<file path="config.mk">
export PLATFORM = sky130hd
export DESIGN_NAME = tcce_put_step
export DESIGN_NICKNAME = d
export VERILOG_FILES = /design/src/sv/tcce_pkg.sv /design/src/sv/tcce_put_step.sv
export SDC_FILE = /design/constraint.sdc
export NUM_CORES = 1
export LEC_CHECK = 0
export BUFFER_PORTS_ARGS = -buffer_cell sky130_fd_sc_hd__buf_4
export CORE_UTILIZATION = 49
export DETAILED_ROUTE_END_ITERATION = 7
export GPL_TIMING_DRIVEN = 0
export MAX_ROUTING_LAYER = met4
export PLACE_DENSITY = 0.81
export SLEW_MARGIN = 10
export SYNTH_ARGS = -nofsm -noshare
export SYNTH_HDL_FRONTEND = slang
export SYNTH_SLANG_ARGS = --single-unit
export TNS_END_PERCENT = 100
</file>
<file path="constraint.sdc">
create_clock -name vclk -period 4.1
set_input_delay 1.025 -clock vclk [all_inputs]
set_output_delay 1.025 -clock vclk [all_outputs]
set_load 0.01 [all_outputs]
</file>
<file path="src/sv/tcce_pkg.sv">
// Package for the text console character engine.
// Holds the transaction structs, operation and state codes and character constants.
// No dependencies.
package tcce_pkg;

  typedef enum logic [1:0] {
    FUNC_PUT   = 2'd0,
    FUNC_GOTO  = 2'd1,
    FUNC_CLEAR = 2'd2,
    FUNC_READ  = 2'd3
  } func_t;

  typedef enum logic [1:0] {
    ST_IDLE,
    ST_COPY,
    ST_BLANK
  } state_t;

  typedef struct packed {
    func_t       func;
    logic [7:0]  char_code;
    logic [6:0]  goto_col;
    logic [4:0]  goto_row;
    logic [10:0] cell_address;
  } in_item_t;

  typedef struct packed {
    logic [10:0] cursor_index;
    logic [15:0] cell_data;
    logic        scrolled;
  } out_item_t;

  // Outcome of one put on the cursor.
  typedef struct packed {
    logic       wr_en;
    logic       scroll;
    logic [6:0] col;
    logic [4:0] row;
  } put_step_t;

  localparam logic [7:0] CH_BS      = 8'h08;
  localparam logic [7:0] CH_TAB     = 8'h09;
  localparam logic [7:0] CH_LF      = 8'h0A;
  localparam logic [7:0] CH_CR      = 8'h0D;
  localparam logic [7:0] CH_SPACE   = 8'h20;
  localparam logic [7:0] CH_TILDE   = 8'h7E;
  localparam logic [7:0] TAB_STOP   = 8'h08;
  localparam logic [7:0] ATTR_RESET = 8'h0F;

endpackage

</file>
<file path="src/sv/tcce_put_step.sv">
// Cursor update for one put: control codes, printable advance, column wrap
// and row overflow detection. Depends on tcce_pkg.
module tcce_put_step #(
  parameter int COLUMNS  = 80,
  parameter int LAST_ROW = 24
) (
  input  logic [6:0]          col,
  input  logic [4:0]          row,
  input  logic [7:0]          char_code,
  output tcce_pkg::put_step_t step
);
  import tcce_pkg::*;

  logic [7:0] col_w;
  logic [5:0] row_w;
  logic       wr_w;

  always_comb begin
    col_w = {1'b0, col};
    row_w = {1'b0, row};
    wr_w  = 1'b0;
    case (char_code)
      CH_BS: begin
        if (col != 7'd0) begin
          col_w = col_w - 8'd1;
        end
      end
      CH_TAB: begin
        col_w = (col_w + TAB_STOP) & ~(TAB_STOP - 8'd1);
      end
      CH_CR: begin
        col_w = 8'd0;
      end
      CH_LF: begin
        col_w = 8'd0;
        row_w = row_w + 6'd1;
      end
      default: begin
        if (char_code inside {[CH_SPACE:CH_TILDE]}) begin
          wr_w  = 1'b1;
          col_w = col_w + 8'd1;
        end
      end
    endcase
    // wrap to the next row
    if (col_w >= 8'(COLUMNS)) begin
      col_w = 8'd0;
      row_w = row_w + 6'd1;
    end
    step.wr_en  = wr_w;
    step.scroll = (row_w > 6'(LAST_ROW));
    step.col    = col_w[6:0];
    step.row    = step.scroll ? 5'(LAST_ROW) : row_w[4:0];
  end

endmodule

</file>
==> run summary <==
Synthesis
• library cell occupying the most area in the post-synthesis netlist: ha_1
• count of cell types in the netlist: 58
• instance count of the mapped netlist: 145
• Mapped Nets: 171
• main area contributors after synthesis: ha_1, xnor2_1, nor2_1
• sequential element share of the synthesized area: 0%
• leading cell type by number of instances after synthesis: nor2_1
• syn avg cell area: 7.12 µm²
• combined area of all synthesized cells: 1030 µm²
• portion of synthesized cell area occupied by the leading cell type: 7.27%
• Yosys warning total: 0
• top post-synthesis cells by count: nor2_1, nand2_1, a21oi_1, inv_1, xnor2_1

Worst setup path
• crit path max-delay cell type: a41oi_1
• crit path cell chain: buf_4, and4_1, a41oi_1, buf_2, a31oi_1, o32ai_2, and3_4, o21ai_2, a21o_2, nor3_2, buf_4
• Worst setup EP type: output port
• biggest fanout along the worst timing path: 10
• Worst setup SP type: primary input
• Most Frequent Cell on Critical Path: buf_4
• max incr delay on CP: 490 ps
• required time at the endpoint of the critical path: 3070 ps
• kind of critical path: in -> out
• endpoint arrival time on the critical path: 3380 ps

Place
• GP Congestion: 0.847
• Area after DPL: 1310 µm²
• DP Wirelength: 2220 µm
• number of input and output port buffers inserted: 32

Cells and area
• total inserted antenna cells: 0
• count of flip-flops and latches: 0
• relative area change from synthesis to final layout: 57.2%
• # clk buffers: 0
• final design instance area without fill: 1620 µm²
• Final #Nets: 219
• layout cells sized above 1: 47.1%
• Register Area: 0 µm²
• Post-Route Utilization: 82.7%

Detailed routing
• total routed wirelength: 3840 µm
• first-pass detailed-route iteration total: 4
• number of nets with antenna violations after routing: 0
• detailed-route wire length per cell: 17.6 µm
• via count: 1421
• Via density: 6.52
• number of design-rule violations left by the first detailed-router iteration: 68
• remaining design rule violation count: 0

Clock tree
• Hold-fix buffers, CTS: 0

GRT
• total grt overflow: 0
• wire length of the first global-routing pass: 5090 µm
• number of antenna violations at the first check in global routing: 0
• pin count of the biggest net entering global routing: 11
• vias in the first global route: 1155
• global router's overall resource usage: 31.3%

Status
• violations in the final reports: setup timing
• run status: finished with violations

Pwr
• power share of the sequential group: 0%
• net switching component of the power: 0.0842 mW
• relative contribution of combinational cells to total power: 100.0%
• leakage component of the power: 0.688 nW
• largest vdd supply drop: 0.0666 mV
• Internal: 0.0821 mW
• Clk network pwr share: 0%
• power density over cell area: 103 nW/µm²
• switching fraction of total power: 50.6%

Floorplanning
• full die area: 2290 µm²
• Top Ports: 34
• Die Width: 47.9 µm
• starting density of the core: 52.6%
• site row count: 16
• overall die height: 47.9 µm
• Core ar.: 1960 µm²

STA
• actual slew at the worst max-slew pin: 699 ps
• Hold Fails Final Rpt: 0
• Max-slew headroom: 52.9%
• final critical path time including I/O delays and setup: 4400 ps
• pins over their slew limit: 0
• final worst-path cycle share: 107%
• final worst slack: -305 ps
• setup repair after global routing missed its margin: true
• highest clock rate: 227 MHz
• Final setup violation count: 13

Job
• maxcap violations: 0

Worst hold path
• path class of the lowest-slack min-delay path: in -> out

[metrics by stage]
| step | total power, mW | setup WS (ps) | TNS (ps) | hold slack (ps) | instances |
|---|---|---|---|---|---|
| CTS | 0.150 | -189 | -1750 | 2350 | 216 |
| finish | 0.166 | -305 | -3270 | 2360 | 218 |
| detailed placement | 0.128 | -423 | -3970 | 2360 | 204 |
| global route | 0.178 | -414 | -4540 | 2370 | 218 |
| global placement | 0.123 | -346 | -3360 | 2360 | 204 |
| floorplan | 0.0737 | 31.7 | 0 | 2130 | 145 |
[per-layer routing]
metal  vias up  wire length (µm)  global-route usage [%]
met2        90              1890                    54.1
met3        25               252                   0.755
met4         0               210                    8.33
met5         -                 0                       -
met1       657              1490                    39.6
li1        649                 -                       -
[what timing repair did]
item,4_1_cts,5_1_grt
gates resized for setup,24,12
gates cloned,2,0
setup buffers,12,3
pin swaps,12,5
setup endpoints to repair,13,13
hold endpoints to repair,0,0
[worst paths after layout]
check	from	to	slack [ps]	depth (start not counted)
worst min-delay path	col[2]	step[7]	2360	3
worst max-delay path	char_code[4]	step[1]	-300	11
[logic make-up after synthesis]
kind of cell,Yosys count,share of synthesized area (%)
and+or+nand+nor,68,42.4
xor gates and xnor gates,10,8.49
muxes,5,4.97
adders and majority gates,6,7.27
AOI/OAI and AO/OA,41,29.7
buffers and inverters,15,7.15
[power groups by stage]
| stage | registers [mW] | logic, mW | clock network, mW |
|---|---|---|---|
| 6_report | 0 | 0.166 | 0 |
| 5_1_grt | 0 | 0.178 | 0 |
| 4_1_cts | 0 | 0.150 | 0 |
| 3_5_place_dp | 0 | 0.128 | 0 |
| 3_3_place_gp | 0 | 0.123 | 0 |
| 2_1_floorplan | 0 | 0.0737 | 0 |
[layout by cell type, fill, tap and decap left out, types with 2 or more instances in the layout]
master / netlist / layout
mux2i_1: 4 / 4
nand4_1: 4 / 4
inv_4: 0 / 2
nor3_1: 6 / 3
a31oi_1: 2 / 2
xnor2_1: 7 / 3
a21oi_1: 9 / 7
and3_1: 3 / 3
a221oi_1: 2 / 2
nand3_1: 4 / 4
a211oi_2: 0 / 2
nand2_1: 11 / 11
clkbuf_1: 4 / 2
a22o_1: 2 / 2
o21ai_0: 3 / 3
xnor2_2: 0 / 4
inv_1: 7 / 5
nand2b_1: 5 / 5
buf_6: 0 / 3
ha_1: 6 / 5
a21o_1: 2 / 2
nor4_4: 2 / 2
nor2_1: 15 / 15
buf_4: 1 / 43
buf_8: 1 / 3
o22ai_1: 2 / 2
xor2_1: 3 / 3
a21oi_2: 0 / 2
nor3_2: 1 / 3
[cell type report]
type | instances | area [µm²]
plain buffers | 5 | 35.0
fillers | 123 | 339
inverters | 7 | 31.3
multi-input cells | 131 | 1120
well taps | 27 | 33.8
repair buffers | 48 | 407
[worst max-delay path, delay by kind of cell]
family	cells	cell delay (ps)
buffers and inverters	3	580
AND/OR/NAND/NOR	3	640
AO/OA/AOI/OAI	5	1140
No activity file was read; power rests on OpenSTA's default activity.
